**src/span_region_clip_intersect_macros.svh**
```systemverilog
// Assertion macros shared by the span region clipper modules.
`ifndef SPAN_REGION_CLIP_INTERSECT_MACROS_SVH
`define SPAN_REGION_CLIP_INTERSECT_MACROS_SVH

// Checks a condition at every clock edge outside reset.
`define SRCI_ASSERT(label, cond, msg) \
    label: assert property (@(posedge clk) disable iff (!rst_n) (cond)) \
        else $error(msg);

// Checks that a consequent holds in the same cycle as its antecedent.
`define SRCI_ASSERT_IMPL(label, ante, cons, msg) \
    label: assert property (@(posedge clk) disable iff (!rst_n) (ante) |-> (cons)) \
        else $error(msg);

`endif

```
**src/srci_ram.sv**
```systemverilog
// Generic single-write, single-read RAM with a registered read port.
module srci_ram #(
    parameter int WIDTH = 8,
    parameter int DEPTH = 16,
    localparam int ADDR_W = (DEPTH > 1) ? $clog2(DEPTH) : 1
) (
    input  logic              clk,
    input  logic              we,
    input  logic [ADDR_W-1:0] waddr,
    input  logic [WIDTH-1:0]  wdata,
    input  logic              re,
    input  logic [ADDR_W-1:0] raddr,
    output logic [WIDTH-1:0]  rdata
);

    logic [WIDTH-1:0] mem_reg [DEPTH];
    logic [WIDTH-1:0] rdata_reg;

    always_ff @(posedge clk)
    begin
        if (we)
        begin
            mem_reg[waddr] <= wdata;
        end
        if (re)
        begin
            rdata_reg <= mem_reg[raddr];
        end
    end

    assign rdata = rdata_reg;

endmodule

```
**config.mk**
```make
export PLATFORM = sky130hd
export DESIGN_NAME = srci_ram
export DESIGN_NICKNAME = d
export VERILOG_FILES = /design/src/span_region_clip_intersect_macros.svh /design/src/srci_ram.sv
export SDC_FILE = /design/constraint.sdc
export NUM_CORES = 1
export LEC_CHECK = 0
export ABC_AREA = 1
export BUFFER_PORTS_ARGS = -buffer_cell sky130_fd_sc_hd__clkbuf_2
export CAP_MARGIN = 25
export CORE_ASPECT_RATIO = 1.1
export CORE_MARGIN = 3
export CORE_UTILIZATION = 40
export CTS_BUF_LIST = sky130_fd_sc_hd__clkbuf_8
export DETAILED_ROUTE_END_ITERATION = 8
export GPL_ROUTABILITY_DRIVEN = 0
export SLEW_MARGIN = 20
export SYNTH_ARGS = -nofsm -noshare
export SYNTH_HDL_FRONTEND = slang
export SYNTH_SLANG_ARGS = --single-unit
```
**constraint.sdc**
```tcl
create_clock -name clk -period 1.7 [get_ports clk]
set_clock_uncertainty 0.1 [all_clocks]
set_input_delay 0.255 -clock clk [delete_from_list [all_inputs] [get_ports clk]]
set_output_delay 0.255 -clock clk [all_outputs]
set_load 0.05 [all_outputs]
```
==> reports/summary.log, run 1 <==
[detailed_routing] number of iterations in the first detailed-routing pass 4
[timing] endpoints failing setup 0
[global_routing] wire length of the first global-routing pass 20600 µm
[die] Vert. Die Dim 133 µm
[clock_tree] number of buffers inserted by hold repair at cts 0
[timing] final hold violation count 0
[power] Max VDD drop 0.496 mV
[timing] Max Fclk 0.686 GHz
[global_routing] vias in the first global route 3676
[die] die outline area 16100 µm²
[finish] number of inserted diodes 0
[timing] unrepaired setup endpoints after global routing false
[detailed_routing] First DRT Iteration DRCs 403
[clock_tree] TritonCTS Buffers 17
[power] post-layout power 0.00695 W
[global_routing] global route total overflow 0
[global_routing] initial antenna violation count 0
[critical_path] list of cells traversed by the critical path clkbuf_2
[finish] number of flip-flops in the largest register 128
[outcome] result of the run complete, no violations
[synth] Syn Std Cell Area 5850 µm²
[clock_tree] H-tree levels 4
[critical_path] last element of the critical path rdata[1]
[detailed_routing] DRT Wirelength 13100 µm
[timing] worst-margin pin slew 0.617 ns
[finish] end-of-flow core utilization 0.474
[die] number of top-level design ports 27
[clock_tree] Setup Buffers After CTS 0
[timing] Setup TNS 0 ns
[finish] final non-filler cell total 797
[die] effective utilization at floorplan 0.415
[synth] net count of the mapped netlist 570
[synth] number of storage elements in the synthesis netlist 136
[flow_run] maximum capacitance violations 0
[critical_path] nature of the critical path endpoint output pin
[hold_path] number of cells on the worst hold path 1
[critical_path] capturing point of the worst reg2reg path rdata[3]
[global_routing] Total GRT Usage 0.171
[synth] top cell type's share of synthesized area 0.698
[die] count of standard-cell rows 45
[placed_design] cell count after placement 766
[global_routing] maximum number of pins on one net before global-route repair 33
[clock_tree] Clock transition at path regs 0.08 ns
[critical_path] number of buffer and inverter stages on the critical path 1
[detailed_routing] remaining antenna violation count after routing 0
[clock_tree] TritonCTS clock tree built
[synth] most area-consuming cells after synthesis sky130_fd_sc_hd__edfxtp_1 (70%), sky130_fd_sc_hd__nand2_1 (11%), sky130_fd_sc_hd__nand3_1 (8.3%), sky130_fd_sc_hd__inv_1 (6.4%), sky130_fd_sc_hd__buf_6 (1.2%)
[timing] Pins Over Slew Limit 0
[placed_design] Post-DP HPWL 8360 µm
[critical_path] kind of start point of the critical path flop
[detailed_routing] DR WL/cell 16.4 µm
[detailed_routing] total DRC errors in the routed layout 0
[critical_path] Register-to-Register Setup Slack 0.44 ns
[clock_tree] post-cts resize count 0
[clock_tree] sink count of the clock tree 136
[timing] minimum clock period 1.46 ns
[power] power per standard cell area 1040 nW/µm²
[finish] share of cells above drive strength 1 0.135
[critical_path] Crit Path Max Fanout 1
[clock_tree] master cell of the clock root buffer sky130_fd_sc_hd__clkbuf_8
[detailed_routing] number of vias per cell after detailed routing 4.71
[clock_tree] clock latency of the later-clocked register in the worst-skew pair 0.42 ns
[critical_path] FF-to-FF Start mem_reg[6][3]
[critical_path] number of cells on the worst reg-to-reg path 6
[synth] sequential element share of the synthesized area 0.698
[placed_design] buffers added on ports 26
[timing] post-route fraction of the period consumed by the critical path 0.858
[hold_path] Hold Crit Class in -> reg
[critical_path] launching instance or port of the critical path rdata[1]
[critical_path] CP delay by family, top flip-flops
[critical_path] highest-delay cell along the critical path sky130_fd_sc_hd__edfxtp_1
[critical_path] number of cells on the critical path 1
[critical_path] Crit path largest cell delay 0.43 ns
[critical_path] signal arrival time at the worst endpoint 1.10 ns
[finish] synthesis-to-finish area growth 14.0%
[critical_path] critical path start-end classification reg -> out
[critical_path] Req. time, crit path 1.34 ns
[synth] syn avg cell area 10.6 µm²
[synth] Syn. warnings 0
[die] area of the core 14100 µm²
[clock_tree] maximum number of buffers from clock root to sink 2
[die] floorplan die width 121 µm
[synth] leading area contributor after synthesis sky130_fd_sc_hd__edfxtp_1
[synth] count of cell types in the netlist 11
[power] leakage power summed over all cells 2.87 nW
[detailed_routing] routed vias 3756
[finish] Post-layout nets 616
[synth] number of cells produced by synthesis 551
[timing] relative slew slack 0.588
## cell usage in the layout, fill, tap and decap left out, types with 4 or more instances in the layout
cell type	instances
sky130_fd_sc_hd__nand2_1	173
sky130_fd_sc_hd__clkbuf_8	17
sky130_fd_sc_hd__inv_1	101
sky130_fd_sc_hd__nand3_1	97
sky130_fd_sc_hd__nor2_1	17
sky130_fd_sc_hd__clkinvlp_4	4
sky130_fd_sc_hd__buf_4	22
sky130_fd_sc_hd__edfxtp_1	136
sky130_fd_sc_hd__clkbuf_2	26
## kinds of logic (layout without fill, tap and decap cells)
| family | Yosys count | count (layout) | share of synthesized area |
|---|---|---|---|
| buf+inv | 126 | 184 | 0.0939 |
| flops | 136 | 136 | 0.698 |
| simple gates | 289 | 289 | 0.208 |
## metal layers
layer / up-vias / GRT usage / share of wire
met5: - / 0 / 0
met1: 1788 / 0.227 / 0.44
met2: 91 / 0.287 / 0.51
li1: 1868 / - / -
met3: 9 / 0.0329 / 0.042
met4: 0 / 0.0467 / 0.011
## report_power, final
group	switching, W	leakage [nW]	internal [W]	total, W
combinational	0.000374	1.44	0.000142	0.000516
sequential	0.0000229	1.24	0.00377	0.00380
clock	0.00121	0.192	0.00143	0.00264
total	0.00161	2.87	0.00534	0.00695
## worst min-delay path by stage
stage	from	endpoint
after floorplan	wdata[0]	mem_reg[0][0]
final	re	rdata[4]
after detailed placement	re	rdata[4]
after CTS	re	rdata[4]
after global routing	re	rdata[4]
after global placement	re	rdata[4]
## cell type report
class                           instances  area (µm²)
Multi-Input combinational cell        289        1210
Sequential cell                       136        4080
Timing Repair Buffer                   51         355
Clock inverter                         14         160
Tap cell                              188         235
Clock buffer                           17         234
Fill cell                            1302        7410
Inverter                              102         383
## through the flow
step	hold slack [ns]	setup slack, ns	cell area, µm²
2_1_floorplan	0.254	0.394	5850
3_3_place_gp	0.572	0.0720	6270
3_5_place_dp	0.573	0.0682	6270
4_1_cts	0.117	0.211	6670
5_1_grt	0.130	0.199	6670
6_report	0.135	0.242	6670
## synth_stat cells
master                     count
sky130_fd_sc_hd__edfxtp_1    136
sky130_fd_sc_hd__nor2_1       17
sky130_fd_sc_hd__nand3b_1      2
sky130_fd_sc_hd__inv_2         2
sky130_fd_sc_hd__buf_1         1
sky130_fd_sc_hd__nand2_1     173
sky130_fd_sc_hd__inv_1       100
sky130_fd_sc_hd__nand3_1      97
sky130_fd_sc_hd__buf_2        13
sky130_fd_sc_hd__buf_4         4
sky130_fd_sc_hd__buf_6         6
Power figures use the tool's default switching activity.
==> run 2: changes to the inputs <==
ABC_AREA = default   (was 1)
GPL_ROUTABILITY_DRIVEN = default   (was 0)
SKIP_CTS_REPAIR_TIMING = 1   (was default)
==> reports/summary.log, run 2 <==
[outcome] result of the run complete, no violations [unchanged]
[global_routing] global route total overflow 0 [unchanged]
[synth] number of storage elements in the synthesis netlist 136 [unchanged]
[finish] number of inserted diodes 0 [unchanged]
[die] number of top-level design ports 27 [unchanged]
[placed_design] last weighted congestion value of the routability-driven placer 0.724
[die] die outline area 14500 µm² [was 16100 µm²]
[power] Max VDD drop 0.450 mV [was 0.496 mV]
[synth] sequential element share of the synthesized area 0.781 [was 0.698]
[timing] fin worst setup slack 0.109 ns [was 0.242 ns]
[clock_tree] master cell of the clock root buffer sky130_fd_sc_hd__clkbuf_8 [unchanged]
[detailed_routing] DRT Wirelength 9610 µm [was 13100 µm]
[clock_tree] maximum number of buffers from clock root to sink 2 [unchanged]
[finish] synthesis-to-finish area growth 16.5% [was 14.0%]
[placed_design] Post-DP HPWL 6310 µm [was 8360 µm]
[finish] share of cells above drive strength 1 0.327 [was 0.135]
[critical_path] number of cells on the worst reg-to-reg path 3 [was 6]
[timing] Max Fclk 0.628 GHz [was 0.686 GHz]
[global_routing] vias in the first global route 2528 [was 3676]
[critical_path] kind of start point of the critical path flop [unchanged]
[timing] unrepaired setup endpoints after global routing false [unchanged]
[die] count of standard-cell rows 43 [was 45]
[synth] commonest cells in the netlist sky130_fd_sc_hd__edfxtp_1 (136), sky130_fd_sc_hd__mux4_2 (18), sky130_fd_sc_hd__a22oi_1 (16), sky130_fd_sc_hd__mux4_1 (14), sky130_fd_sc_hd__nor2_1 (13) [was sky130_fd_sc_hd__nand2_1 (173), sky130_fd_sc_hd__edfxtp_1 (136), sky130_fd_sc_hd__inv_1 (100), sky130_fd_sc_hd__nand3_1 (97), sky130_fd_sc_hd__nor2_1 (17)]
[synth] syn avg cell area 22.8 µm² [was 10.6 µm²]
[critical_path] nature of the critical path endpoint flop [was output pin]
[flow_run] maximum capacitance violations 0 [unchanged]
[die] floorplan die width 115 µm [was 121 µm]
[clock_tree] TritonCTS Buffers 17 [unchanged]
[finish] Post-layout nets 304 [was 616]
[clock_tree] H-tree levels 4 [unchanged]
[die] effective utilization at floorplan 0.412 [was 0.415]
[power] leakage power summed over all cells 2.03 nW [was 2.87 nW]
[synth] asr flop ratio synth 0 [unchanged]
[clock_tree] Clock transition at path regs 0.07 ns [was 0.08 ns]
[finish] number of flip-flops in the largest register 128 [unchanged]
[synth] number of cells produced by synthesis 229 [was 551]
[detailed_routing] number of vias per cell after detailed routing 5.37 [was 4.71]
[critical_path] CP delay by family, top multiplexers [was flip-flops]
[clock_tree] clock latency of the later-clocked register in the worst-skew pair 0.44 ns [was 0.42 ns]
[placed_design] pre-CTS setup slack -0.288 ns [was 0.0682 ns]
[timing] final hold violation count 0 [unchanged]
[hold_path] Hold Crit Class in -> reg [unchanged]
[synth] Syn. warnings 0 [unchanged]
[timing] Final Hold Slack 0.101 ns [was 0.135 ns]
[critical_path] critical path start-end classification reg -> reg [was reg -> out]
[power] post-layout power 0.00680 W [was 0.00695 W]
[critical_path] number of cells on the critical path 3 [was 1]
[detailed_routing] number of iterations in the first detailed-routing pass 4 [unchanged]
[timing] minimum clock period 1.59 ns [was 1.46 ns]
[timing] relative slew slack 0.550 [was 0.588]
[detailed_routing] total DRC errors in the routed layout 0 [unchanged]
[synth] top cell type's share of synthesized area 0.781 [was 0.698]
[synth] most area-consuming cells after synthesis sky130_fd_sc_hd__edfxtp_1 (78%), sky130_fd_sc_hd__mux4_2 (7.8%), sky130_fd_sc_hd__mux4_1 (7.0%), sky130_fd_sc_hd__a22oi_1 (2.3%), sky130_fd_sc_hd__nor2_1 (0.93%) [was sky130_fd_sc_hd__edfxtp_1 (70%), sky130_fd_sc_hd__nand2_1 (11%), sky130_fd_sc_hd__nand3_1 (8.3%), sky130_fd_sc_hd__inv_1 (6.4%), sky130_fd_sc_hd__buf_6 (1.2%)]
[global_routing] initial antenna violation count 0 [unchanged]
[finish] most common library cell in the layout ignoring fill and taps sky130_fd_sc_hd__edfxtp_1 [was sky130_fd_sc_hd__nand2_1]
[critical_path] signal arrival time at the worst endpoint 1.67 ns [was 1.10 ns]
[detailed_routing] routed vias 2437 [was 3756]
[global_routing] maximum number of pins on one net before global-route repair 24 [was 33]
[critical_path] Crit path largest cell delay 0.54 ns [was 0.43 ns]
[clock_tree] TritonCTS clock tree built [unchanged]
[synth] leading area contributor after synthesis sky130_fd_sc_hd__edfxtp_1 [unchanged]
[synth] EDFF count, synth 136 [unchanged]
[timing] post-route fraction of the period consumed by the critical path 0.936 [was 0.858]
[timing] endpoints failing setup 0 [unchanged]
[critical_path] last element of the critical path rdata[1] [unchanged]
[critical_path] Req. time, crit path 1.78 ns [was 1.34 ns]
[global_routing] wire length of the first global-routing pass 15100 µm [was 20600 µm]
[die] Vert. Die Dim 126 µm [was 133 µm]
[clock_tree] sink count of the clock tree 136 [unchanged]
[finish] end-of-flow core utilization 0.480 [was 0.474]
[detailed_routing] remaining antenna violation count after routing 0 [unchanged]
[critical_path] number of buffer and inverter stages on the critical path 0 [was 1]
[critical_path] highest-delay cell along the critical path sky130_fd_sc_hd__mux4_1 [was sky130_fd_sc_hd__edfxtp_1]
[finish] most frequent cells in the layout sky130_fd_sc_hd__edfxtp_1 (136), sky130_fd_sc_hd__clkbuf_2 (26), sky130_fd_sc_hd__mux4_2 (18) [was sky130_fd_sc_hd__nand2_1 (173), sky130_fd_sc_hd__edfxtp_1 (136), sky130_fd_sc_hd__inv_1 (101)]
[critical_path] Register-to-Register Setup Slack 0.11 ns [was 0.44 ns]
[critical_path] list of cells traversed by the critical path mux4_1 -> a22oi_2 -> nand2_1 [was clkbuf_2]
[synth] Syn Std Cell Area 5230 µm² [was 5850 µm²]
[synth] net count of the mapped netlist 248 [was 570]
[critical_path] FF-to-FF Start mem_reg[1][1] [was mem_reg[6][3]]
[placed_design] buffers added on ports 26 [unchanged]
[synth] count of cell types in the netlist 18 [was 11]
[synth] count leader, synth sky130_fd_sc_hd__edfxtp_1 [was sky130_fd_sc_hd__nand2_1]
[power] power per standard cell area 1120 nW/µm² [was 1040 nW/µm²]
[die] area of the core 12700 µm² [was 14100 µm²]
[synth] predominant post-synthesis flop cell sky130_fd_sc_hd__edfxtp_1 [unchanged]
[detailed_routing] DR WL/cell 21.2 µm [was 16.4 µm]
[critical_path] Crit Path Max Fanout 1 [unchanged]
[critical_path] capturing point of the worst reg2reg path rdata[1] [was rdata[3]]
[timing] Pins Over Slew Limit 0 [unchanged]
[detailed_routing] First DRT Iteration DRCs 203 [was 403]
[global_routing] Total GRT Usage 0.148 [was 0.171]
[critical_path] launching instance or port of the critical path mem_reg[1][1] [was rdata[1]]
[timing] worst-margin pin slew 0.673 ns [was 0.617 ns]
-- run 2: cell types whose count changed after synthesis, moves of 4 or more --
cell | previous run | this run
sky130_fd_sc_hd__buf_2 | 13 | 3
sky130_fd_sc_hd__a22oi_1 | 0 | 16
sky130_fd_sc_hd__nor2_1 | 17 | 13
sky130_fd_sc_hd__nand2_1 | 173 | 9
sky130_fd_sc_hd__nor3_1 | 0 | 4
sky130_fd_sc_hd__nand3_1 | 97 | 1
sky130_fd_sc_hd__mux4_1 | 0 | 14
sky130_fd_sc_hd__inv_1 | 100 | 0
sky130_fd_sc_hd__mux4_2 | 0 | 18
-- run 2: area by class of cell --
| class | instances | area, µm² |
|---|---|---|
| Fill cell | 1051 | 6610 |
| Clock buffer | 17 | 234 |
| Multi-Input combinational cell | 83 | 1070 |
| Sequential cell | 136 | 4080 |
| Tap cell | 157 | 196 |
| Clock inverter | 14 | 159 |
| Timing Repair Buffer | 47 | 350 |
-- run 2: worst min-delay path by stage --
stage	start	to	slack [ns]	cells after the start
after floorplan	wdata[0]	mem_reg[0][0]	0.25	0
after global placement	re	rdata[2]	0.55	1
after detailed placement	re	rdata[2]	0.54	1
after CTS	re	rdata[7]	0.07	1
after global routing	re	rdata[7]	0.08	1
final	re	rdata[2]	0.10	1
-- run 2: logic make-up (layout without fill, tap and decap cells) --
| kind of cell | count (synthesis) | in the layout | synth area share |
|---|---|---|---|
| compound gates | 16 | 16 | 0.0230 |
| mux | 32 | 32 | 0.148 |
| buf+inv | 10 | 78 | 0.0165 |
| flops | 136 | 136 | 0.781 |
| simple gates | 35 | 35 | 0.0314 |
-- run 2: layer usage --
layer / part of all wire / track usage / vias to the layer above
met5: 0 / 0 / -
met4: 0.015 / 0.0684 / 0
met3: 0.051 / 0.0447 / 13
met2: 0.50 / 0.224 / 70
met1: 0.43 / 0.197 / 1263
li1: - / - / 1091
-- run 2: power breakdown --
group / total, W / leakage, nW / switching [W] / internal, W
clock: 0.00259 / 0.184 / 0.00117 / 0.00142
combinational: 0.000411 / 0.613 / 0.000251 / 0.000160
sequential: 0.00379 / 1.24 / 0.0000173 / 0.00377
total: 0.00680 / 2.03 / 0.00144 / 0.00535
-- run 2: per-stage QoR --
step	cell area [µm²]	instances	setup TNS, ns
5_1_grt	6090	454	0
2_1_floorplan	5230	229	0
3_5_place_dp	5690	423	-1.76
3_3_place_gp	5690	423	-1.69
4_1_cts	6090	454	0
6_report	6090	454	0
