$ cat src/span_region_clip_intersect_macros.svh
// Assertion macros shared by the span region clipper modules.
`ifndef SPAN_REGION_CLIP_INTERSECT_MACROS_SVH
`define SPAN_REGION_CLIP_INTERSECT_MACROS_SVH

// Checks a condition at every clock edge outside reset.
`define SRCI_ASSERT(label, cond, msg) \
    label: assert property (@(posedge clk) disable iff (!rst_n) (cond)) \
        else $error(msg);

// Checks that a consequent holds in the same cycle as its antecedent.
`define SRCI_ASSERT_IMPL(label, ante, cons, msg) \
    label: assert property (@(posedge clk) disable iff (!rst_n) (ante) |-> (cons)) \
        else $error(msg);

`endif

$ cat src/srci_pkg.sv
// Types, constants and helper functions of the span region clipper.
package srci_pkg;

    localparam int CLIP_DEPTH_DEF = 1024;
    localparam int COUNT_W        = 11;
    localparam int MAX_PIECES     = 64;
    localparam int PCNT_W         = 7;
    localparam int QUEUE_DEPTH    = 4;
    localparam int QPTR_W         = $clog2(QUEUE_DEPTH);
    localparam int QCNT_W         = QPTR_W + 1;
    localparam int END_W          = 18;

    localparam logic [15:0] ROUND_BIAS = 16'h0080;

    localparam logic OP_LOAD = 1'b0;
    localparam logic OP_SPAN = 1'b1;

    typedef struct packed {
        logic              opcode;
        logic [9:0]        entry_index;
        logic signed [15:0] span_x;
        logic signed [15:0] span_y;
        logic [15:0]       span_len;
        logic [7:0]        span_coverage;
        logic              last_of_draw;
    } in_item_t;

    typedef struct packed {
        logic signed [15:0] out_x;
        logic signed [15:0] out_y;
        logic [15:0]       out_len;
        logic [7:0]        out_coverage;
        logic              last_piece;
    } out_item_t;

    typedef struct packed {
        logic signed [15:0] x;
        logic signed [15:0] y;
        logic [15:0]       len;
        logic [7:0]        cov;
    } clip_entry_t;

    localparam int ENTRY_W = $bits(clip_entry_t);

    typedef struct packed {
        logic                    is_load;
        logic                    load_ok;
        logic [9:0]              entry_index;
        logic signed [15:0]      span_x;
        logic signed [15:0]      span_y;
        logic [15:0]             span_len;
        logic [7:0]              span_coverage;
        logic                    last_of_draw;
        logic signed [END_W-1:0] span_end;
    } queue_item_t;

    typedef struct packed {
        logic        valid;
        queue_item_t item;
    } queue_head_t;

    // Divides a product of two coverages by 255 with rounding.
    function automatic logic [7:0] div255(input logic [15:0] p);
        logic [15:0] sum;
        begin
            sum = p + (p >> 8) + ROUND_BIAS;
            return sum[15:8];
        end
    endfunction

endpackage

$ cat src/srci_back.sv
// Back part: walks the clip table for each span and delivers the clipped pieces.
`include "span_region_clip_intersect_macros.svh"

module srci_back #(
    parameter int CLIP_DEPTH = srci_pkg::CLIP_DEPTH_DEF,
    localparam int IDX_W = (CLIP_DEPTH > 1) ? $clog2(CLIP_DEPTH) : 1
) (
    input  logic                           clk,
    input  logic                           rst_n,
    input  logic [srci_pkg::COUNT_W-1:0]   clip_total,
    input  srci_pkg::queue_head_t          q_head,
    output logic                           q_pop,
    output logic                           ram_we,
    output logic [IDX_W-1:0]               ram_waddr,
    output logic [srci_pkg::ENTRY_W-1:0]   ram_wdata,
    output logic                           ram_re,
    output logic [IDX_W-1:0]               ram_raddr,
    input  logic [srci_pkg::ENTRY_W-1:0]   ram_rdata,
    output logic                           piece_valid,
    input  logic                           piece_ready,
    output srci_pkg::out_item_t            piece
);

    import srci_pkg::*;

    typedef struct packed {
        logic signed [15:0] x;
        logic signed [15:0] y;
        logic [15:0]       len;
        logic [15:0]       prod;
    } pend_t;

    localparam logic [1:0] S_IDLE  = 2'd0;
    localparam logic [1:0] S_EVAL  = 2'd1;
    localparam logic [1:0] S_FLUSH = 2'd2;

    logic [1:0]         state_reg, state_next;
    logic [COUNT_W-1:0] cursor_reg, cursor_next;
    logic [PCNT_W-1:0]  n_reg, n_next;
    queue_item_t        span_reg, span_next;
    logic               pend_valid_reg, pend_valid_next;
    pend_t              pend_reg, pend_next;
    logic               out_valid_reg, out_valid_next;
    out_item_t          out_reg, out_next;

    logic [COUNT_W-1:0]      limit;
    logic [COUNT_W-1:0]      next_cursor;
    clip_entry_t             clip;
    clip_entry_t             wr_entry;
    logic signed [END_W-1:0] cx1, cx2, sx1, sx2, px, pend_x, plen;
    logic                    y_gt, y_lt, left_miss, right_miss, hit;
    logic                    stop, advance, more, emit, out_free, go;
    pend_t                   new_piece;

    assign limit = (32'(clip_total) < 32'(CLIP_DEPTH)) ? clip_total : COUNT_W'(CLIP_DEPTH);
    assign next_cursor = cursor_reg + COUNT_W'(1);
    assign out_free = !out_valid_reg || piece_ready;

    always_comb
    begin
        clip       = clip_entry_t'(ram_rdata);
        cx1        = END_W'(clip.x);
        cx2        = cx1 + $signed({2'b00, clip.len});
        sx1        = END_W'(span_reg.span_x);
        sx2        = span_reg.span_end;
        y_gt       = (clip.y > span_reg.span_y);
        y_lt       = (clip.y < span_reg.span_y);
        left_miss  = (cx1 < sx1) && (cx2 < sx1);
        right_miss = (sx1 < cx1) && (sx2 < cx1);
        hit        = !y_gt && !y_lt && !left_miss && !right_miss;
        stop       = y_gt || (!y_lt && !left_miss && (right_miss || (sx2 < cx2)));
        advance    = !stop;
        more       = advance && (next_cursor < limit);
        px         = (sx1 > cx1) ? sx1 : cx1;
        pend_x     = (sx2 < cx2) ? sx2 : cx2;
        plen       = pend_x - px;
        emit       = hit && (plen != '0) && (n_reg < PCNT_W'(MAX_PIECES));
        go         = !(emit && pend_valid_reg) || out_free;

        new_piece.x    = px[15:0];
        new_piece.y    = span_reg.span_y;
        new_piece.len  = plen[15:0];
        new_piece.prod = 16'(span_reg.span_coverage) * 16'(clip.cov);

        wr_entry.x   = q_head.item.span_x;
        wr_entry.y   = q_head.item.span_y;
        wr_entry.len = q_head.item.span_len;
        wr_entry.cov = q_head.item.span_coverage;
    end

    assign ram_waddr = IDX_W'(q_head.item.entry_index);
    assign ram_wdata = wr_entry;

    always_comb
    begin
        state_next      = state_reg;
        cursor_next     = cursor_reg;
        n_next          = n_reg;
        span_next       = span_reg;
        pend_valid_next = pend_valid_reg;
        pend_next       = pend_reg;
        out_valid_next  = out_valid_reg && !piece_ready;
        out_next        = out_reg;
        q_pop           = 1'b0;
        ram_we          = 1'b0;
        ram_re          = 1'b0;
        ram_raddr       = IDX_W'(cursor_reg);

        unique case (state_reg)
            S_IDLE:
            begin
                if (q_head.valid)
                begin
                    q_pop = 1'b1;
                    if (q_head.item.is_load)
                    begin
                        ram_we = q_head.item.load_ok;
                    end
                    else
                    begin
                        span_next = q_head.item;
                        n_next    = '0;
                        if (cursor_reg < limit)
                        begin
                            ram_re     = 1'b1;
                            state_next = S_EVAL;
                        end
                        else if (q_head.item.last_of_draw)
                        begin
                            cursor_next = '0;
                        end
                    end
                end
            end
            S_EVAL:
            begin
                if (go)
                begin
                    if (emit)
                    begin
                        if (pend_valid_reg)
                        begin
                            out_valid_next        = 1'b1;
                            out_next.out_x        = pend_reg.x;
                            out_next.out_y        = pend_reg.y;
                            out_next.out_len      = pend_reg.len;
                            out_next.out_coverage = div255(pend_reg.prod);
                            out_next.last_piece   = 1'b0;
                        end
                        pend_next       = new_piece;
                        pend_valid_next = 1'b1;
                        n_next          = n_reg + PCNT_W'(1);
                    end
                    if (advance)
                    begin
                        cursor_next = next_cursor;
                    end
                    if (more)
                    begin
                        ram_re    = 1'b1;
                        ram_raddr = IDX_W'(next_cursor);
                    end
                    else
                    begin
                        if (span_reg.last_of_draw)
                        begin
                            cursor_next = '0;
                        end
                        state_next = (emit || pend_valid_reg) ? S_FLUSH : S_IDLE;
                    end
                end
            end
            S_FLUSH:
            begin
                if (out_free)
                begin
                    out_valid_next        = 1'b1;
                    out_next.out_x        = pend_reg.x;
                    out_next.out_y        = pend_reg.y;
                    out_next.out_len      = pend_reg.len;
                    out_next.out_coverage = div255(pend_reg.prod);
                    out_next.last_piece   = 1'b1;
                    pend_valid_next       = 1'b0;
                    state_next            = S_IDLE;
                end
            end
            default:
            begin
                state_next = S_IDLE;
            end
        endcase
    end

    always_ff @(posedge clk or negedge rst_n)
    begin
        if (!rst_n)
        begin
            state_reg      <= S_IDLE;
            cursor_reg     <= '0;
            n_reg          <= '0;
            pend_valid_reg <= 1'b0;
            out_valid_reg  <= 1'b0;
        end
        else
        begin
            state_reg      <= state_next;
            cursor_reg     <= cursor_next;
            n_reg          <= n_next;
            pend_valid_reg <= pend_valid_next;
            out_valid_reg  <= out_valid_next;
        end
    end

    always_ff @(posedge clk)
    begin
        span_reg <= span_next;
        pend_reg <= pend_next;
        out_reg  <= out_next;
    end

    assign piece_valid = out_valid_reg;
    assign piece       = out_reg;

    `SRCI_ASSERT_IMPL(a_idle_no_pend, (state_reg == S_IDLE), !pend_valid_reg, "piece left behind")
    `SRCI_ASSERT_IMPL(a_flush_pend, (state_reg == S_FLUSH), pend_valid_reg, "flush without piece")
    `SRCI_ASSERT(a_piece_cap, (n_reg <= PCNT_W'(MAX_PIECES)), "piece count above cap")

endmodule

$ cat config.mk
export PLATFORM = sky130hd
export DESIGN_NAME = srci_back
export DESIGN_NICKNAME = d
export VERILOG_FILES = /design/src/srci_pkg.sv /design/src/srci_back.sv
export VERILOG_INCLUDE_DIRS = /design/src /design/src/src
export SDC_FILE = /design/constraint.sdc
export NUM_CORES = 1
export LEC_CHECK = 0
export ABC_AREA = 1
export BUFFER_PORTS_ARGS = -buffer_cell sky130_fd_sc_hd__buf_2
export CAP_MARGIN = 20
export CORE_UTILIZATION = 57
export CTS_CLUSTER_SIZE = 8
export DETAILED_ROUTE_END_ITERATION = 6
export PLACE_DENSITY = 0.87
export SYNTH_ARGS = -nofsm -noshare
export SYNTH_HDL_FRONTEND = slang
export SYNTH_SLANG_ARGS = --single-unit
$ cat constraint.sdc
create_clock -name clk -period 9.7 [get_ports clk]
set_clock_uncertainty 0.15 [all_clocks]
set_input_delay 1.455 -clock clk [delete_from_list [all_inputs] [get_ports clk]]
set_output_delay 1.455 -clock clk [all_outputs]
set_load 0.1 [all_outputs]
==> flow_summary.ini, run 1 <==
[logic_synthesis]
ys.flop_type = edfxtp_1
synth_top_cell_area_share_pct = 35.9
synth.avg_cell_area_sq_um = 9.00
synth_most_common_cell = nand2_1
ys_seq_area_share_pct = 39.6
ys_top_cells_by_area = edfxtp_1, ha_1, nand2_1
synth_area_leader_cell = edfxtp_1
yosys-top-cells-count = nand2_1, inv_1, ha_1
synth_seq_cells = 202
ys_warn_count = 0
synth_cell_types = 56
async_flop_share_pct = 10.9
syn_nets = 2056
synth_edf_count = 180
synth.cell_area_sq_um = 15000
synth_cells = 1672

[grt]
grt_usage_pct = 25.3
grt_pass1_vias = 11700
grt_remaining_overflow = 0
antenna_found_initial = 0
grt_pass1_wl_um = 54600
grt_max_degree = 60

[route]
drt_iter0_drc = 981
avgViaCountPerCell = 5.50
wirelength_um = 35700
wire_per_inst_um = 16.1
drt_first_pass_iters = 7
vias = 12200
route.detailed.drc = 0
ant_nets = 0

[cells_and_area]
largest_reg_flops = 64
syn_to_final_growth_pct = 15.3
regArea_sq_um = 5960
multi_input_area_sq_um = 7510
num-nets-final = 2253
drive_gt1_share_pct = 18.8
nFillCells = 1961

[timing]
post-route-period-util_pct = 96.7
hold_viol_final = 0
worst_pin_slew_ps = 944
layout_min_cycle_time_ps = 9380
maxSlewHeadroom_pct = 37.1
timing.fmax_mhz = 107
setup_viol_count_final = 0
slew_violations = 0
setup_slack_ps = 322

[clock_network]
clkTransAtPathRegs_ps = 50
cts_root_buf = clkbuf_16
ctsHoldBuffers = 0
cts_tree = built
cts.sinks = 202
cts_buffer_depth = 3
numCtsBuffers = 29
insertion_delay_ps = 530
htree_levels = 1

[floorplanning]
start_util_pct = 57.9
ios = 295
die_area_sq_um = 27000
core.rowCount = 59
die_h_um = 164
core-area_sq_um = 26000
die_w_um = 164

[placement]
post-dp-hpwl_um = 27300
dp_slack_ps = 162
port_buffers = 242
place.gp.congestion = 0.923

[worst_setup_path]
path_max_fanout = 25
critPathBufInv = 6
crit_arrival_ps = 7770
critPathMaxStageDelay_ps = 420
crit-reg2reg-launch = span_reg[68]
cp-end-kind = primary output
critPathMostFrequentCell = nand2_1
critPathTopFamily = simple AND/OR/NAND/NOR gates
slowest_stage = o311ai_1
start_kind = input pin
critPathLaunch = ram_rdata[40]
cp.required_ps = 8100
critPathKind = in2out

[power_and_ir_drop]
leakage_nw = 8.68
irDropWorstVdd_v = 0.000248
finalPower_w = 0.00500
powerDensity_nw_per_um2 = 288

[worst_hold_path]
hold_path_class = reg2reg
hp-start = pend_reg[57]

[job]
maxCapViolations = 0

[status]
outcome = complete, no violations
[layout by cell type, fill, tap and decap left out, drive strengths merged, types with 2 or more instances in the layout]
master,n
a211oi,3
a21boi,3
a21o,3
a21oi,85
a31o,2
and3,2
buf,260
clkbuf,42
dfrtp,22
edfxtp,180
fa,38
ha,188
inv,302
nand2,355
nand3,92
nand3b,7
nand4,20
nor2,99
nor3,8
nor4,4
o2111ai,3
o211ai,6
o21a,5
o21ai,81
o21bai,7
o221ai,2
o31ai,3
or2,2
xnor2,14
xor2,34
[worst reg2reg max path, delay by kind of cell (launching register included)]
| family | cells | cell delay (ps) |
|---|---|---|
| buf+inv | 6 | 1350 |
| fa+ha+maj | 3 | 960 |
| simple gates | 20 | 2260 |
| compound gates | 5 | 900 |
| flops | 1 | 440 |
[area by class of cell]
cell class	count	area share, %
multi-input combinational	1074	43.3
sequential	202	34.3
timing repair buffer	260	8.86
inverter	302	6.54
clock buffer	42	4.47
tap	335	2.42
clock inverter	2	0.0938
antenna	1	0.0144
[where the power goes]
| group | total [W] | switching, W | leakage (nW) | internal (W) |
|---|---|---|---|---|
| registers | 0.00128 | 0.0000942 | 1.95 | 0.00119 |
| clock network | 0.000885 | 0.000344 | 0.377 | 0.000540 |
| logic | 0.00283 | 0.00205 | 6.36 | 0.000785 |
| total | 0.00500 | 0.00249 | 8.68 | 0.00251 |
[cell families (layout without fill, tap and decap cells)]
group,after synthesis,count (layout),share of synthesized area [%]
buffers and inverters,400,606,11.9
XOR/XNOR,48,48,2.79
adder cells (fa/ha/maj),226,226,20.7
flip-flops,202,202,39.6
AO/OA/AOI/OAI,207,207,7.99
AND/OR/NAND/NOR,589,593,17.0
other,0,1,0
[routing by layer]
metal  GRT usage, %  share of wire [%]  up-vias  wire length, um
li1               -                  -     5828                -
met1           32.0                 40     5697            14400
met2           44.0                 49      553            17500
met3           3.37                7.1      131             2530
met4           9.59                3.4        0             1220
met5              0                  0        -                0
[stage by stage]
| step | std cells | hold slack [ps] | instance area, sq um | TNS, ps | utilization, % |
|---|---|---|---|---|---|
| after floorplan | 1672 | 250 | 15000 | 0 | - |
| after global placement | 2161 | 251 | 16300 | 0 | 62.7 |
| after detailed placement | 2161 | 255 | 16300 | 0 | 62.7 |
| after CTS | 2205 | 260 | 17100 | 0 | 65.8 |
| after global routing | 2217 | 269 | 17300 | -1050 | 66.7 |
| final | 2218 | 262 | 17300 | 0 | 66.7 |
[what timing repair did]
action | 4_1_cts | 5_1_grt
buffers inserted | 0 | 8
endpoints found under the setup margin | 0 | 11
gates resized for setup | 0 | 33
[final timing paths]
path,to,slack (ps),cells past startpoint
setup / recovery,ram_raddr[7],320,43
hold / removal,piece[50],260,0
setup reg to reg,pend_reg[19],3340,34
hold reg to reg,piece[50],260,0
max in group asynchronous,cursor_reg[4],8300,1
min in group asynchronous,cursor_reg[7],750,1
No activity file was read; power rests on OpenSTA's default activity.
==> run 2: changes to the inputs <==
--- a/config.mk
+++ b/config.mk
@@ -13,6 +13,7 @@
 export CTS_CLUSTER_SIZE = 8
 export DETAILED_ROUTE_END_ITERATION = 6
 export PLACE_DENSITY = 0.87
+export RECOVER_POWER = 25
 export SYNTH_ARGS = -nofsm -noshare
 export SYNTH_HDL_FRONTEND = slang
 export SYNTH_SLANG_ARGS = --single-unit
==> run 2 against run 1 <==
Register-to-register slack is essentially flat. Global-route usage is the same. Cell area down 0.15%. Clock power about the same. First-iteration DRC count up 4.7%. Fmax grew 0.27%. Non-clock buffer count stayed put. Largest power group unchanged. Cell count unchanged. Via count down 0.22%. Highest routed layer unchanged.
==> flow_summary.ini, run 2 (synthesized netlist as in run 1, its figures left out) <==
[worst_setup_path]
crit_path_end = ram_raddr[7]
critPathLaunch = ram_rdata[40]
critPathMaxStageDelay_ps = 350
crit_arrival_ps = 7750
rrSetupSlack_ps = 3330
critPathMostFrequentCell = nand2_2
cp-end-kind = primary output
slowest_stage = fa_2
path_max_fanout = 25
start_kind = input pin
r2r_cells = 34
critPathKind = in2out
rr_endpoint = pend_reg[19]
cp.required_ps = 8100
crit-reg2reg-launch = span_reg[68]

[route]
wire_per_inst_um = 16.1
wirelength_um = 35600
topRoutingLayerUsed = met4
avgViaCountPerCell = 5.49
drt_first_pass_iters = 5
vias = 12200
m1WireLength_um = 14400
drt_iter0_drc = 1027
ant_nets = 0
route.detailed.drc = 0
wl_met2_um = 17500
routed-wl-met3_um = 2540

[clock_network]
cts_tree = built
numCtsBuffers = 29
clkTransAtPathRegs_ps = 50
htree_levels = 1
cts_root_buf = clkbuf_16
cts_buffer_depth = 3
insertion_delay_ps = 530
cts.sinks = 202

[floorplanning]
start_util_pct = 57.9
die_h_um = 164
die_area_sq_um = 27000
die_w_um = 164
ios = 295
core-area_sq_um = 26000
core.rowCount = 59

[power_and_ir_drop]
clockPowerShare_pct = 17.7
p_sw_share_pct = 49.7
powerDensity_nw_per_um2 = 289
power.internal_w = 0.00251
irDropWorstVdd_v = 0.000248
switching_power_w = 0.00249
leakage_nw = 8.63
power_frac_comb_pct = 56.7
share_seq_of_total_power_pct = 25.7

[worst_hold_path]
hold_path_class = reg2reg

[status]
outcome = complete, no violations

[placement]
place_area_sq_um = 16300
post-dp-hpwl_um = 27300
place.gp.congestion = 0.923
port_buffers = 242

[grt]
grt_remaining_overflow = 0
grt_max_degree = 60
grt_usage_pct = 25.3
antenna_found_initial = 0
grt_pass1_wl_um = 54600
grt_pass1_vias = 11700

[cells_and_area]
final_cell_area_sq_um = 17300
most-common-layout-cells = nand2_1, inv_1, buf_2
largest_reg_flops = 64
syn_to_final_growth_pct = 15.1
final_common_cell = nand2_1
drive_gt1_share_pct = 17.6
num-nets-final = 2253

[job]
maxCapViolations = 0

[timing]
hold_viol_final = 0
post-route-period-util_pct = 96.4
setup_viol_count_final = 0
maxSlewHeadroom_pct = 15.5
holdWs_ps = 260
layout_min_cycle_time_ps = 9350
slew_violations = 0
worst_pin_slew_ps = 1270
timing.fmax_mhz = 107
==> run 2: area by class of cell <==
| class | count | area, sq um |
|---|---|---|
| timing repair buffer | 260 | 1510 |
| fill | 1977 | 8670 |
| clock buffer | 42 | 774 |
| antenna | 1 | 2.50 |
| sequential | 202 | 5960 |
| multi-input combinational | 1074 | 7510 |
| tap | 335 | 419 |
| inverter | 302 | 1130 |
| clock inverter | 2 | 16.3 |
==> run 2: what timing repair did <==
item,CTS,global route
hold buffers,0,0
setup buffers,0,8
gates resized for setup,0,33
hold endpoints to repair,0,0
endpoints found under the setup margin,0,11
==> run 2: how the worst min path moves through the flow <==
stage	startpoint	endpoint	slack, ps	depth (start not counted)
2_1_floorplan	pend_reg[17]	piece[10]	250	0
3_3_place_gp	pend_reg[42]	piece[35]	250	0
3_5_place_dp	pend_reg[19]	piece[12]	250	0
4_1_cts	pend_reg[62]	piece[55]	260	0
5_1_grt	pend_reg[35]	piece[28]	270	0
6_report	pend_reg[62]	piece[55]	260	0
==> run 2: per-stage QoR <==
stage          utilization [%]  setup TNS (ps)  cells  setup slack (ps)  total power [W]
2_1_floorplan                -               0   1672               365          0.00348
3_3_place_gp              62.7               0   2161               426          0.00394
3_5_place_dp              62.7               0   2161               162          0.00402
4_1_cts                   65.8               0   2205               143          0.00493
5_1_grt                   66.6           -1050   2217              -150          0.00531
6_report                  66.6               0   2218               347          0.00500
==> run 2: worst max-delay path: cells and delay by family <==
kind                       cells  cell delay, ps
buffers and inverters          7             890
and+or+nand+nor               23            2540
AOI/OAI and AO/OA              8            1440
adders and majority gates      4            1140
xor gates and xnor gates       1             300
==> run 2: routing by layer <==
metal	GRT usage [%]	vias to the layer above
met4	9.59	0
met1	32.0	5688
li1	-	5826
met5	0	-
met3	3.37	115
met2	44.0	553
==> run 2: power groups by stage <==
stage	Sequential [W]	Clock, W	Combinational [W]
3_5_place_dp	0.00130	0	0.00273
2_1_floorplan	0.00187	0	0.00161
5_1_grt	0.00130	0.000937	0.00308
3_3_place_gp	0.00129	0	0.00265
6_report	0.00128	0.000885	0.00283
4_1_cts	0.00128	0.000904	0.00274
==> run 3: changes to the inputs <==
--- a/config.mk
+++ b/config.mk
@@ -12,6 +12,7 @@
 export CORE_UTILIZATION = 57
 export CTS_CLUSTER_SIZE = 8
 export DETAILED_ROUTE_END_ITERATION = 6
+export MAX_ROUTING_LAYER = met4
 export PLACE_DENSITY = 0.87
 export RECOVER_POWER = 25
 export SYNTH_ARGS = -nofsm -noshare
==> constraint.sdc (replaced) <==
create_clock -name clk -period 9.17 [get_ports clk]
set_clock_uncertainty 0.15 [all_clocks]
set_input_delay 1.3755 -clock clk [delete_from_list [all_inputs] [get_ports clk]]
set_output_delay 1.3755 -clock clk [all_outputs]
set_load 0.1 [all_outputs]
==> run 3 against run 2 <==
Critical path depth fell by 4. Sequential power rose by 6%. Utilization rose by 1.2 points. Cell area rose by 1.7%. Register-to-register slack got worse by 300 ps. Die area did not move. Power rose by 9.0%. Hold slack improved by 0.91 ps.
==> flow_summary.ini, run 3 (synthesized netlist as in run 1, its figures left out) <==
[timing]
maxSlewHeadroom_pct = 18.6
rsz0062_at_grt = true
setup_slack_ps = 132
post-route-period-util_pct = 98.6
setup_viol_count_final = 0
timing.fmax_mhz = 111
layout_min_cycle_time_ps = 9040
worst_pin_slew_ps = 1220
slew_violations = 0
hold_viol_final = 0
finalSetupTns_ps = 0

[worst_setup_path]
critPathTopFamily = simple AND/OR/NAND/NOR gates
slowest_stage = ha_1
critPathKind = in2out
rrSetupSlack_ps = 3030
crit_arrival_ps = 7510
critPathMostFrequentCell = nand2_1
critPathMaxStageDelay_ps = 370
crit-reg2reg-launch = span_reg[68]
cp.required_ps = 7640
r2r_cells = 34
critPathBufInv = 8
path_max_fanout = 14
rr_endpoint = pend_reg[53]
start_kind = input pin
cp-end-kind = primary output

[floorplanning]
die_h_um = 164
core-area_sq_um = 26000
core.rowCount = 59
die_w_um = 164
start_util_pct = 57.9
die_area_sq_um = 27000
ios = 295

[power_and_ir_drop]
p_sw_share_pct = 49.5
power.internal_w = 0.00275
irDropWorstVdd_v = 0.000248
power_frac_comb_pct = 57.5
clockPowerShare_pct = 17.6
share_seq_of_total_power_pct = 24.9
finalPower_w = 0.00545
leakage_nw = 8.79
powerDensity_nw_per_um2 = 309
switching_power_w = 0.00270

[clock_network]
htree_levels = 1
cts_buffer_depth = 3
numCtsBuffers = 29
ctsHoldBuffers = 0
cts_tree = built
cts_root_buf = clkbuf_16
clkTransAtPathRegs_ps = 50
insertion_delay_ps = 540
cts.sinks = 202

[worst_hold_path]
holdPathStages = 0
hold_end = piece[36]
hp-start = pend_reg[43]
hold_path_class = reg2reg

[route]
drt_first_pass_iters = 6
route.detailed.drc = 0
wirelength_um = 36700
vias = 12200
wire_per_inst_um = 16.3
drt_iter0_drc = 1030
avgViaCountPerCell = 5.43
ant_nets = 0

[cells_and_area]
final_cells = 2243
num-nets-final = 2277
final_common_cell = nand2_1
drive_gt1_share_pct = 19.8
largest_reg_flops = 64
syn_to_final_growth_pct = 17.1
nFillCells = 2006
most-common-layout-cells = nand2_1, inv_1, buf_2
final_cell_area_sq_um = 17600

[placement]
dp.cells = 2169
post-dp-hpwl_um = 27800
dp_slack_ps = -134
place.gp.congestion = 0.945
port_buffers = 242
place_area_sq_um = 16400

[job]
maxCapViolations = 0

[grt]
grt_pass1_vias = 11900
antenna_found_initial = 1
grt_remaining_overflow = 0
grt_max_degree = 58
grt_usage_pct = 26.8
grt_pass1_wl_um = 56100

[status]
outcome = complete, no violations
## run 3: area by class of cell
type / instances / area, sq um / area share, %
multi-input cells: 1071 / 7530 / 42.8
flip-flops and latches: 202 / 5960 / 33.8
repair buffers: 287 / 1770 / 10.1
inverters: 302 / 1130 / 6.43
clock buffers: 42 / 785 / 4.45
well taps: 335 / 419 / 2.38
clock inverters: 3 / 16.3 / 0.0923
diodes: 1 / 2.50 / 0.0142
## run 3: repair_timing
action / 4_1_cts / 5_1_grt
gates resized for setup: 4 / 61
buffers inserted: 1 / 23
setup endpoints to repair: 11 / 11
cloned: 0 / 4
pin swaps: 1 / 31
## run 3: worst max-delay path by stage
| stage | from | endpoint | slack (ps) | cells after the start |
|---|---|---|---|---|
| final | ram_rdata[54] | ram_raddr[5] | 130 | 39 |
| after global routing | ram_rdata[40] | ram_raddr[2] | -250 | 48 |
| after CTS | ram_rdata[40] | ram_raddr[2] | 7 | 50 |
| after detailed placement | ram_rdata[40] | ram_raddr[6] | -130 | 47 |
| after global placement | ram_rdata[40] | ram_raddr[2] | 80 | 43 |
| after floorplan | ram_rdata[8] | ram_raddr[1] | -6 | 47 |
## run 3: stage by stage
step / hold slack, ps / util, %
finish: 261 / 67.8
global route: 267 / 67.8
CTS: 261 / 66.2
detailed placement: 255 / 62.9
global placement: 251 / 62.9
floorplan: 250 / -
## run 3: power by group through the flow
stage / registers, W / clock network [W] / logic, W
after global placement: 0.00137 / 0 / 0.00282
final: 0.00136 / 0.000957 / 0.00314
after global routing: 0.00137 / 0.00100 / 0.00341
after detailed placement: 0.00137 / 0 / 0.00291
after floorplan: 0.00198 / 0 / 0.00170
after CTS: 0.00136 / 0.000969 / 0.00294
## run 3: layer usage
layer / GRT usage [%] / share of wire, %
met3: 3.44 / 6.4
met2: 44.1 / 48
met5: - / 0
met1: 33.2 / 41
met4: 11.6 / 4.5
